<file path="config.mk">
export PLATFORM = sky130hd
export DESIGN_NAME = priority_ordered_item_list_core
export DESIGN_NICKNAME = d
export VERILOG_FILES = /design/src/sv/pori_pkg.sv /design/src/sv/pori_ctrl.sv /design/src/sv/pori_datapath.sv /design/src/sv/priority_ordered_item_list_core.sv
export SDC_FILE = /design/constraint.sdc
export NUM_CORES = 2
export LEC_CHECK = 0
export BUFFER_PORTS_ARGS = -buffer_cell sky130_fd_sc_hd__buf_2
export CORE_MARGIN = 2
export CORE_UTILIZATION = 35
export DETAILED_ROUTE_END_ITERATION = 16
export MAX_ROUTING_LAYER = met4
export PLACE_DENSITY = 0.57
export SYNTH_ARGS = -nofsm -noshare
export SYNTH_HDL_FRONTEND = slang
export SYNTH_SLANG_ARGS = --single-unit
</file>
<file path="constraint.sdc">
create_clock -name clk_i -period 6.05 [get_ports clk_i]
set_clock_uncertainty 0.05 [all_clocks]
set_input_delay 1.21 -clock clk_i [delete_from_list [all_inputs] [get_ports clk_i]]
set_output_delay 1.21 -clock clk_i [all_outputs]
set_load 0.05 [all_outputs]
</file>
<file path="src/sv/pori_pkg.sv">
`timescale 1ns / 1ps
// ----------------------------------------------------------------------------
// pori_pkg
// Shared widths, operation and status codes, and the command and flag
// bundles passed between the list controller and its datapath.
// ----------------------------------------------------------------------------
package pori_pkg;

  localparam int unsigned MaxItemsDef = 32;

  localparam int unsigned KindW     = 2;
  localparam int unsigned ItemIdW   = 5;
  localparam int unsigned ValueW    = 32;
  localparam int unsigned StatusW   = 2;
  localparam int unsigned CountOutW = 6;

  typedef enum logic [KindW-1:0] {
    KIND_SORTED = 2'd0,
    KIND_HEAD   = 2'd1,
    KIND_TAIL   = 2'd2,
    KIND_REMOVE = 2'd3
  } kind_e;

  typedef enum logic [StatusW-1:0] {
    STATUS_OK     = 2'd0,
    STATUS_LIMIT  = 2'd1,
    STATUS_ABSENT = 2'd2
  } status_e;

  // controller to datapath
  typedef struct packed {
    logic    accept;
    logic    set_status;
    status_e status;
    logic    empty_insert;
    logic    unlink;
    logic    drop_last;
    logic    capture;
    logic    at_cur;
    logic    new_head;
    logic    walk_first;
    logic    walk_step;
    logic    link_a;
    logic    link_b;
    logic    load_result;
  } pori_cmd_t;

  // datapath to controller
  typedef struct packed {
    kind_e kind;
    logic  over_limit;
    logic  member;
    logic  empty;
    logic  single;
    logic  value_le;
    logic  walk_end;
    logic  out_free;
  } pori_flags_t;

endpackage

</file>
<file path="src/sv/pori_ctrl.sv">
`timescale 1ns / 1ps
// ----------------------------------------------------------------------------
// pori_ctrl
// Sequencer for one list operation: decode, walk, two link phases and the
// result handoff.
// ----------------------------------------------------------------------------
module pori_ctrl import pori_pkg::*; (
  input  logic        clk_i,
  input  logic        rst_ni,
  input  logic        in_valid_i,
  output logic        in_ready_o,
  input  pori_flags_t flags_i,
  output pori_cmd_t   cmd_o
);

  typedef enum logic [6:0] {
    ST_IDLE   = 7'b0000001,
    ST_DECODE = 7'b0000010,
    ST_WALK   = 7'b0000100,
    ST_LINK_A = 7'b0001000,
    ST_LINK_B = 7'b0010000,
    ST_RESP   = 7'b0100000,
    ST_SPARE  = 7'b1000000
  } state_e;

  state_e state_q, state_d;

  assign in_ready_o = (state_q == ST_IDLE);

  always_comb begin
    state_d = state_q;
    cmd_o   = '0;
    cmd_o.status = STATUS_OK;
    case (state_q)
      ST_IDLE: begin
        if (in_valid_i) begin
          cmd_o.accept = 1'b1;
          state_d      = ST_DECODE;
        end
      end
      ST_DECODE: begin
        cmd_o.set_status = 1'b1;
        state_d          = ST_RESP;
        if (flags_i.kind == KIND_REMOVE) begin
          if (!flags_i.member) begin
            cmd_o.status = STATUS_ABSENT;
          end else if (flags_i.single) begin
            cmd_o.drop_last = 1'b1;
          end else begin
            cmd_o.unlink = 1'b1;
          end
        end else if (flags_i.over_limit) begin
          cmd_o.status = STATUS_LIMIT;
        end else if (flags_i.member) begin
          cmd_o.status = STATUS_OK;
        end else if (flags_i.empty) begin
          cmd_o.empty_insert = 1'b1;
        end else if (flags_i.kind == KIND_SORTED) begin
          // first entry already read at the head
          if (flags_i.value_le) begin
            cmd_o.capture  = 1'b1;
            cmd_o.new_head = 1'b1;
            state_d        = ST_LINK_A;
          end else begin
            cmd_o.walk_first = 1'b1;
            state_d          = ST_WALK;
          end
        end else begin
          cmd_o.capture  = 1'b1;
          cmd_o.new_head = (flags_i.kind == KIND_HEAD);
          state_d        = ST_LINK_A;
        end
      end
      ST_WALK: begin
        if (flags_i.walk_end || flags_i.value_le) begin
          cmd_o.capture = 1'b1;
          cmd_o.at_cur  = 1'b1;
          state_d       = ST_LINK_A;
        end else begin
          cmd_o.walk_step = 1'b1;
        end
      end
      ST_LINK_A: begin
        cmd_o.link_a = 1'b1;
        state_d      = ST_LINK_B;
      end
      ST_LINK_B: begin
        cmd_o.link_b = 1'b1;
        state_d      = ST_RESP;
      end
      ST_RESP: begin
        if (flags_i.out_free) begin
          cmd_o.load_result = 1'b1;
          state_d           = ST_IDLE;
        end
      end
      default: begin
        state_d = ST_IDLE;
      end
    endcase
  end

  always_ff @(posedge clk_i or negedge rst_ni) begin
    if (!rst_ni) begin
      state_q <= ST_IDLE;
    end else begin
      state_q <= state_d;
    end
  end

endmodule

</file>
<file path="src/sv/pori_datapath.sv">
`timescale 1ns / 1ps
// ----------------------------------------------------------------------------
// pori_datapath
// Link and value memories, membership flags, head and count registers, the
// walk pointer and the result register.
// ----------------------------------------------------------------------------
module pori_datapath import pori_pkg::*; #(
  parameter int unsigned MAX_ITEMS = MaxItemsDef
) (
  input  logic                 clk_i,
  input  logic                 rst_ni,
  input  logic [KindW-1:0]     kind_i,
  input  logic [ItemIdW-1:0]   item_id_i,
  input  logic [ValueW-1:0]    order_value_i,
  input  logic                 cfg_we_i,
  input  logic [ValueW-1:0]    cfg_wdata_i,
  input  logic                 out_ready_i,
  input  pori_cmd_t            cmd_i,
  output pori_flags_t          flags_o,
  output logic                 out_valid_o,
  output logic [StatusW-1:0]   status_o,
  output logic [CountOutW-1:0] entry_count_o,
  output logic [ItemIdW-1:0]   head_item_o,
  output logic                 list_empty_o
);

  localparam int unsigned IW = $clog2(MAX_ITEMS);
  localparam int unsigned CW = $clog2(MAX_ITEMS + 1);

  // item number to pool slot
  logic [IW-1:0] slot_tab [2**ItemIdW];
  for (genvar g = 0; g < 2**ItemIdW; g++) begin : g_slot
    localparam logic [IW-1:0] SlotOf = IW'(g % MAX_ITEMS);
    assign slot_tab[g] = SlotOf;
  end

  kind_e                kind_q;
  logic [IW-1:0]        slot_q;
  logic [ValueW-1:0]    value_q;
  logic [IW-1:0]        cur_q;
  logic [CW-1:0]        idx_q;
  logic [IW-1:0]        at_q;
  logic [IW-1:0]        before_q;
  logic                 new_head_q;
  status_e              status_q;

  logic [ValueW-1:0]    limit_q;
  logic [IW-1:0]        head_q;
  logic [CW-1:0]        count_q;
  logic [MAX_ITEMS-1:0] member_q;

  logic                 out_valid_q;
  logic [StatusW-1:0]   out_status_q;
  logic [CountOutW-1:0] out_count_q;
  logic [ItemIdW-1:0]   out_head_q;
  logic                 out_empty_q;

  logic [IW-1:0]        next_mem [MAX_ITEMS];
  logic [IW-1:0]        prev_mem [MAX_ITEMS];
  logic [ValueW-1:0]    value_mem [MAX_ITEMS];
  logic [IW-1:0]        next_rd_q;
  logic [IW-1:0]        prev_rd_q;
  logic [ValueW-1:0]    value_rd_q;

  logic [IW-1:0]        rd_addr;
  logic                 nxt_we, prv_we, val_we;
  logic [IW-1:0]        nxt_waddr, nxt_wdata, prv_waddr, prv_wdata, val_waddr;

  // read address follows the walk, else the entry the new transaction needs
  always_comb begin
    if (cmd_i.walk_first || cmd_i.walk_step) begin
      rd_addr = next_rd_q;
    end else if (kind_e'(kind_i) == KIND_REMOVE) begin
      rd_addr = slot_tab[item_id_i];
    end else begin
      rd_addr = head_q;
    end
  end

  always_comb begin
    nxt_we    = 1'b0;
    nxt_waddr = slot_q;
    nxt_wdata = slot_q;
    prv_we    = 1'b0;
    prv_waddr = slot_q;
    prv_wdata = slot_q;
    val_we    = 1'b0;
    val_waddr = slot_q;
    if (cmd_i.empty_insert) begin
      nxt_we = 1'b1;
      prv_we = 1'b1;
      val_we = 1'b1;
    end
    if (cmd_i.unlink) begin
      prv_we    = 1'b1;
      prv_waddr = next_rd_q;
      prv_wdata = prev_rd_q;
      nxt_we    = 1'b1;
      nxt_waddr = prev_rd_q;
      nxt_wdata = next_rd_q;
    end
    if (cmd_i.link_a) begin
      nxt_we    = 1'b1;
      nxt_wdata = at_q;
      prv_we    = 1'b1;
      prv_wdata = before_q;
      val_we    = 1'b1;
    end
    if (cmd_i.link_b) begin
      nxt_we    = 1'b1;
      nxt_waddr = before_q;
      prv_we    = 1'b1;
      prv_waddr = at_q;
    end
  end

  always_ff @(posedge clk_i) begin
    if (nxt_we) begin
      next_mem[nxt_waddr] <= nxt_wdata;
    end
    next_rd_q <= next_mem[rd_addr];
  end

  always_ff @(posedge clk_i) begin
    if (prv_we) begin
      prev_mem[prv_waddr] <= prv_wdata;
    end
    prev_rd_q <= prev_mem[rd_addr];
  end

  always_ff @(posedge clk_i) begin
    if (val_we) begin
      value_mem[val_waddr] <= value_q;
    end
    value_rd_q <= value_mem[rd_addr];
  end

  // transaction payload and walk registers
  always_ff @(posedge clk_i) begin
    if (cmd_i.accept) begin
      kind_q  <= kind_e'(kind_i);
      slot_q  <= slot_tab[item_id_i];
      value_q <= order_value_i;
    end
    if (cmd_i.walk_first) begin
      cur_q <= next_rd_q;
      idx_q <= CW'(1);
    end else if (cmd_i.walk_step) begin
      cur_q <= next_rd_q;
      idx_q <= idx_q + CW'(1);
    end
    if (cmd_i.capture) begin
      at_q       <= cmd_i.at_cur ? cur_q : head_q;
      before_q   <= prev_rd_q;
      new_head_q <= cmd_i.new_head;
    end
    if (cmd_i.set_status) begin
      status_q <= cmd_i.status;
    end
    if (cmd_i.load_result) begin
      out_status_q <= status_q;
      out_count_q  <= CountOutW'(count_q);
      out_head_q   <= ItemIdW'(head_q);
      out_empty_q  <= (count_q == '0);
    end
  end

  always_ff @(posedge clk_i or negedge rst_ni) begin
    if (!rst_ni) begin
      limit_q     <= '1;
      head_q      <= '0;
      count_q     <= '0;
      member_q    <= '0;
      out_valid_q <= 1'b0;
    end else begin
      if (cfg_we_i) begin
        limit_q <= cfg_wdata_i;
      end
      if (cmd_i.empty_insert) begin
        head_q           <= slot_q;
        count_q          <= count_q + CW'(1);
        member_q[slot_q] <= 1'b1;
      end
      if (cmd_i.link_b) begin
        if (new_head_q) begin
          head_q <= slot_q;
        end
        count_q          <= count_q + CW'(1);
        member_q[slot_q] <= 1'b1;
      end
      if (cmd_i.unlink) begin
        if (head_q == slot_q) begin
          head_q <= next_rd_q;
        end
        count_q          <= count_q - CW'(1);
        member_q[slot_q] <= 1'b0;
      end
      if (cmd_i.drop_last) begin
        head_q           <= '0;
        count_q          <= '0;
        member_q[slot_q] <= 1'b0;
      end
      if (cmd_i.load_result) begin
        out_valid_q <= 1'b1;
      end else if (out_ready_i) begin
        out_valid_q <= 1'b0;
      end
    end
  end

  assign flags_o.kind       = kind_q;
  assign flags_o.over_limit = (value_q > limit_q);
  assign flags_o.member     = member_q[slot_q];
  assign flags_o.empty      = (count_q == '0);
  assign flags_o.single     = (count_q == CW'(1));
  assign flags_o.value_le   = (value_q <= value_rd_q);
  assign flags_o.walk_end   = (idx_q >= count_q);
  assign flags_o.out_free   = !out_valid_q || out_ready_i;

  assign out_valid_o   = out_valid_q;
  assign status_o      = out_status_q;
  assign entry_count_o = out_count_q;
  assign head_item_o   = out_head_q;
  assign list_empty_o  = out_empty_q;

endmodule

</file>
<file path="src/sv/priority_ordered_item_list_core.sv">
`timescale 1ns / 1ps
// ----------------------------------------------------------------------------
// priority_ordered_item_list_core
// Sorted circular doubly linked list over a fixed pool of item slots.
// ----------------------------------------------------------------------------
// Usage:
//   input channel (in_valid_i / in_ready_o) carries one operation per
//   transaction: kind_i (sorted insert, head insert, tail insert, remove),
//   item_id_i and order_value_i. One operation is worked on at a time;
//   in_ready_o is high only while the sequencer is idle.
//   output channel (out_valid_o / out_ready_i) returns one result per
//   operation: status, entry count, head item and empty flag.
//   cfg_we_i writes value_limit from cfg_wdata_i; write only while idle.
// States from acceptance to out_valid_o:
//   remove, rejected or duplicate insert, insert into empty list: DECODE, RESP
//   head or tail insert, sorted insert at head: DECODE, LINK_A, LINK_B, RESP
//   sorted insert after k walked entries, k up to the count: adds WALK
// The walk reads one entry per cycle from the link and value memories.
// Reset empties the list and sets value_limit to all ones; link and value
// memories are not cleared. A stalled receiver holds the result register
// and the next operation waits in the final step until the result is taken.
// ----------------------------------------------------------------------------
module priority_ordered_item_list_core import pori_pkg::*; #(
  parameter int unsigned MAX_ITEMS = MaxItemsDef
) (
  input  logic                 clk_i,
  input  logic                 rst_ni,
  input  logic                 in_valid_i,
  output logic                 in_ready_o,
  input  logic [KindW-1:0]     kind_i,
  input  logic [ItemIdW-1:0]   item_id_i,
  input  logic [ValueW-1:0]    order_value_i,
  output logic                 out_valid_o,
  input  logic                 out_ready_i,
  output logic [StatusW-1:0]   status_o,
  output logic [CountOutW-1:0] entry_count_o,
  output logic [ItemIdW-1:0]   head_item_o,
  output logic                 list_empty_o,
  input  logic                 cfg_we_i,
  input  logic [ValueW-1:0]    cfg_wdata_i
);

  pori_cmd_t   cmd;
  pori_flags_t flags;

  pori_ctrl u_ctrl (
    .clk_i      (clk_i),
    .rst_ni     (rst_ni),
    .in_valid_i (in_valid_i),
    .in_ready_o (in_ready_o),
    .flags_i    (flags),
    .cmd_o      (cmd)
  );

  pori_datapath #(
    .MAX_ITEMS (MAX_ITEMS)
  ) u_datapath (
    .clk_i         (clk_i),
    .rst_ni        (rst_ni),
    .kind_i        (kind_i),
    .item_id_i     (item_id_i),
    .order_value_i (order_value_i),
    .cfg_we_i      (cfg_we_i),
    .cfg_wdata_i   (cfg_wdata_i),
    .out_ready_i   (out_ready_i),
    .cmd_i         (cmd),
    .flags_o       (flags),
    .out_valid_o   (out_valid_o),
    .status_o      (status_o),
    .entry_count_o (entry_count_o),
    .head_item_o   (head_item_o),
    .list_empty_o  (list_empty_o)
  );

endmodule

</file>
==> Flow_metrics.wiki <==
{| class="wikitable"
! Metric !! Value
|-
| Footprint of the flip-flops and latches || roughly 46,000 um2
|-
| Total grt overflow || 0
|-
| Maximum number of buffers from clock root to sink || 3
|-
| Die Footprint || approximately 190,000 um2
|-
| Post-route insts no fill || 7,590
|-
| Total leakage power || around 0.027 uW
|-
| Setup_tns || 0 ns
|-
| Total number of nets in the final design || around 5,000
|-
| Combined area of the multi-input logic cells || roughly 18,000 um2
|-
| Count of TritonRoute iterations in the first routing pass || 6
|-
| Post-synthesis share of cell area spent on xor and xnor gates || less than 1%
|-
| Worst-path maximum fanout || 36
|-
| Average vias per placed instance || between 5 and 6
|-
| Post-CTS Hold Fix Bufs || 0
|-
| Number of instances in the synthesized netlist || approximately 4,800
|-
| Total wire length || roughly 200,000 um
|-
| Data arrival time of the critical path || 6.67 ns
|-
| Clock slew at reported path FFs || 0.06 ns
|-
| Critical path startpoint || u_datapath.value_q[15]
|-
| Boundary Pins || 92
|-
| IR drop worst, VDD || around 0.00032 V
|-
| Longest individual stage delay on the worst path || 0.85 ns
|-
| Crit Reg-Reg Startpoint || u_datapath.value_q[15]
|-
| Library cell used as clock root buffer || clkbuf_16
|-
| Count of unresolved DRC violations after routing || 0
|-
| Status || finished, final reports clean
|-
| Initial Util || 35.33%
|-
| Dominant combinational cell family by area after synthesis || compound AO/OA/AOI/OAI gates
|-
| CP Capture Type || register
|-
| NetSw || ~10,000 uW
|-
| Mean area per synthesized cell || ~14 um2
|-
| Fraction of final layout cells with drive strength greater than 1 || approximately 15%
|-
| Switching fraction of total power || 33.00%
|-
| Count of state elements after synthesis || between 1,500 and 2,000
|-
| Height of the die || 437.1 um
|-
| Final-layout worst hold slack || 0.3900 ns
|-
| Via total after detailed routing || between 40,000 and 50,000
|-
| Number of distinct library cells after synthesis || 78
|-
| Ordered list of cells on the worst path || buf_4, ha_1, nand4_1, nor3_1, a211o_1, o211a_1, nor3b_4, nor3_4, buf_4, buf_4, o221ai_1, o2111ai_1, o31ai_1, and4b_1
|-
| Warnings, synthesis || 0
|-
| Pwr/cell area || roughly 400 nW/um2
|-
| Multiplexer share of the synthesized area || 0.6690%
|-
| Antenna violations before repair || 15
|-
| First-pass GRT wire length || 291,500 um
|-
| Share of total power in sequential cells || around 41%
|-
| Setup repair after global routing missed its margin || no
|-
| Pin count of the biggest net entering global routing || 161
|-
| Last element of the critical path || u_datapath.value_rd_q[4]
|-
| Max_cap viols || 0
|-
| Proportion of power drawn by the clock network || a little under a third
|-
| Top_reg_cell synth || edfxtp_1
|-
| Cell Rows || between 150 and 200
|-
| Layout area overhead || 16.75%
|-
| Final Hold Violating Endpoints || 0
|-
| Top cell family by delay on the critical path || simple AND/OR/NAND/NOR gates
|-
| Critical-path top delay cell || nor3_4
|-
| Violation count after the first detailed-routing iteration || roughly 4,900
|-
| Last weighted congestion value of the routability-driven placer || roughly 0.86
|-
| Buffers and inverters on the worst path || 3
|-
| Internal power summed over all cells || 21,010 uW
|-
| X dimension of the die || 437.1 um
|-
| Final count of pins violating max slew || 0
|-
| Setup-violating endpoint count in the final report || 0
|-
| Compound-Gate Fraction of Synth Area || between 10% and 20%
|-
| Count of clock tree sinks || around 1,500
|-
| Share of synthesized cell area in and, or, nand and nor gates || 11.20%
|-
| Most common library cell in the layout ignoring fill and taps || edfxtp_1
|-
| Post-synthesis async set-or-reset flop share || roughly 5.3%
|-
| Dpl cells || ~7,300
|-
| TritonCTS clock tree || done
|-
| Buffers on Ports || 91
|-
| Worst Reg-to-Reg Cells || 14
|-
| Fmax achieved || 165.6 MHz
|-
| Via count of the first global-routing pass || about 43,000
|-
| Post-synthesis share of cell area spent on full adders, half adders and majority gates || about 1.4%
|-
| CP startpoint kind || register
|-
| Class of the tightest hold or removal check || register to register
|-
| Data required time of the worst path || between 6 and 7 ns
|-
| Worst skew pair latency || between 0.8 and 0.9 ns
|-
| Aggregate global-route resource usage || 20.87%
|-
| Area of the core || approximately 190,000 um2
|-
| Tcrit/Tclk final || 99.81%
|-
| Synthesized netlist net count || roughly 5,000
|-
| Detail Placement HPWL || roughly 120,000 um
|-
| Residual antenna-violating net count after detailed routing || 0
|-
| Reg2Reg Setup Slack || 0.01 ns
|-
| Library cell appearing most often on the critical path || buf_4
|-
| Max-slew headroom at the worst pin || around 15%
|-
| Top library cells by usage in the layout, fill and taps aside || 1,415 x edfxtp_1, 508 x and3_1, 355 x nand3_1
|-
| Least-Margin Pin Slew || 1.278 ns
|-
| Post-DR wirelength/cell || 26.23 um
|-
| Part of the power in combinational logic || a little over a quarter
|-
| Reg2Reg Capture Point || u_datapath.value_rd_q[4]
|-
| Total clock buffers created by CTS || about 170
|-
| Number of fillers in the final layout || about 17,000
|-
| Cell area after technology mapping || between 60,000 and 70,000 um2
|-
| Path length in cells of the critical path || 14
|-
| H-Tree Level Count || 4
|-
| Number of enable flip-flop cells after synthesis || 1,415
|-
| Shortest clock period the worst path allows after layout || 6.038 ns
|-
| Critical path type || register to register
|-
| Share of the yosys chip area belonging to registers || 69.38%
|}
-- worst register-to-register path, cell delays in order (launching register included) --
cell       delay (ns)
edfxtp_1         0.45
buf_4            0.31
ha_1             0.35
nand4_1          0.30
nor3_1           0.75
a211o_1          0.32
o211a_1          0.53
nor3b_4          0.13
nor3_4           0.85
buf_4            0.55
buf_4            0.54
o221ai_1         0.21
o2111ai_1        0.16
o31ai_1          0.13
and4b_1          0.27
-- power groups by stage --
stage | logic (uW) | clock network [uW] | registers [uW]
5_1_grt | 8980 | 10500 | 13000
4_1_cts | 8320 | 10100 | 13000
2_1_floorplan | 4570 | 0 | 13200
3_3_place_gp | 8210 | 0 | 13200
3_5_place_dp | 8290 | 0 | 13200
6_report | 8400 | 9990 | 13000
-- cells by family after synthesis --
kind of cell,Yosys count
and+or+nand+nor,1316
adders and majority gates,75
DFF,1545
xor gates and xnor gates,12
buffers and inverters,624
muxes,32
AOI/OAI and AO/OA,1199
-- worst min-delay path by stage --
stage          slack [ns]                     end              startpoint  cells past startpoint
5_1_grt              0.41  u_datapath.status_o[1]  u_datapath.status_q[1]                      0
2_1_floorplan        0.35  u_datapath.status_o[0]  u_datapath.status_q[0]                      0
3_3_place_gp         0.39  u_datapath.status_o[1]  u_datapath.status_q[1]                      0
6_report             0.39  u_datapath.status_o[1]  u_datapath.status_q[1]                      0
3_5_place_dp         0.38  u_datapath.status_o[1]  u_datapath.status_q[1]                      0
4_1_cts              0.39  u_datapath.status_o[1]  u_datapath.status_q[1]                      0
-- state kept, by name, indices dropped and copies added, names as in the netlist, 32 cells and up --
register,count
u_datapath.member_q,32
u_datapath.limit_q,32
u_datapath.prev_mem,160
u_datapath.next_mem,160
u_datapath.value_rd_q,32
u_datapath.value_q,32
u_datapath.value_mem,1024
-- layer usage --
metal	up-vias	part of all wire [%]	track usage (%)
met5	-	0	-
met4	0	2.6	6.229
li1	19440	-	-
met3	331	7.7	3.441
met2	1905	47	32.40
met1	22590	43	28.18
-- Yosys cell counts (4+ instances only) --
cell type / count / area [um2]
a211oi_1: 342 / 2567
a21o_1: 9 / 67.56
a21oi_1: 117 / 585.6
and2_1: 10 / 62.56
and3_1: 508 / 3178
and4b_1: 42 / 420.4
buf_1: 21 / 78.83
buf_2: 87 / 435.4
buf_4: 4 / 30.03
buf_6: 12 / 135.1
clkbuf_1: 294 / 1104
dfrtp_1: 49 / 1226
dfstp_2: 33 / 867.1
dfxtp_1: 48 / 960.9
edfxtp_1: 1415 / 42490
ha_1: 75 / 938.4
inv_1: 205 / 769.5
mux2_2: 15 / 168.9
mux2i_1: 9 / 90.09
mux4_2: 8 / 180.2
nand2_1: 86 / 322.8
nand2b_1: 6 / 37.54
nand3_1: 356 / 1782
nand3b_1: 9 / 67.56
nand4_1: 59 / 369.1
nor2_1: 153 / 574.3
nor2b_1: 6 / 37.54
nor3_1: 44 / 220.2
nor3b_1: 4 / 30.03
nor4_1: 14 / 87.58
o2111ai_1: 42 / 367.9
o211ai_1: 6 / 45.04
o21a_1: 4 / 30.03
o21ai_0: 213 / 1066
o21bai_1: 84 / 630.6
o221ai_1: 129 / 1130
o31ai_1: 44 / 330.3
o32ai_1: 84 / 735.7
o41ai_1: 87 / 762.0
or3_1: 4 / 25.02
xnor2_1: 7 / 61.31
xor2_1: 5 / 43.79
-- final cells by class --
| type | count | share of cell area, % |
|---|---|---|
| Inverter | 205 | 1.004 |
| Tap cell | 2480 | 4.048 |
| Sequential cell | 1545 | 59.42 |
| Clock inverter | 88 | 1.169 |
| Clock buffer | 219 | 5.770 |
| Timing Repair Buffer | 417 | 5.024 |
| Multi-Input combinational cell | 2634 | 23.56 |
| Antenna cell | 2 | 0.006530 |
-- stage by stage --
step | cell area, um2 | utilization [%] | setup WS, ns | total power [uW]
final | 76650 | 41.25 | 0.01177 | 31360
after global routing | 76650 | 41.25 | 0.07163 | 32510
after CTS | 76630 | 41.24 | 0.04209 | 31400
after detailed placement | 71310 | 38.37 | 0.08982 | 21460
after global placement | 71310 | 38.37 | 0.08268 | 21390
after floorplan | 65650 | - | 0.5280 | 17730
-- what timing repair did --
action                                 in CTS  in global routing
setup endpoints to repair                   0                  5
resized for setup                           0                  3
buffers inserted                            0                  0
endpoints found under the hold margin       0                  0
(Power assumes the default switching activity.)
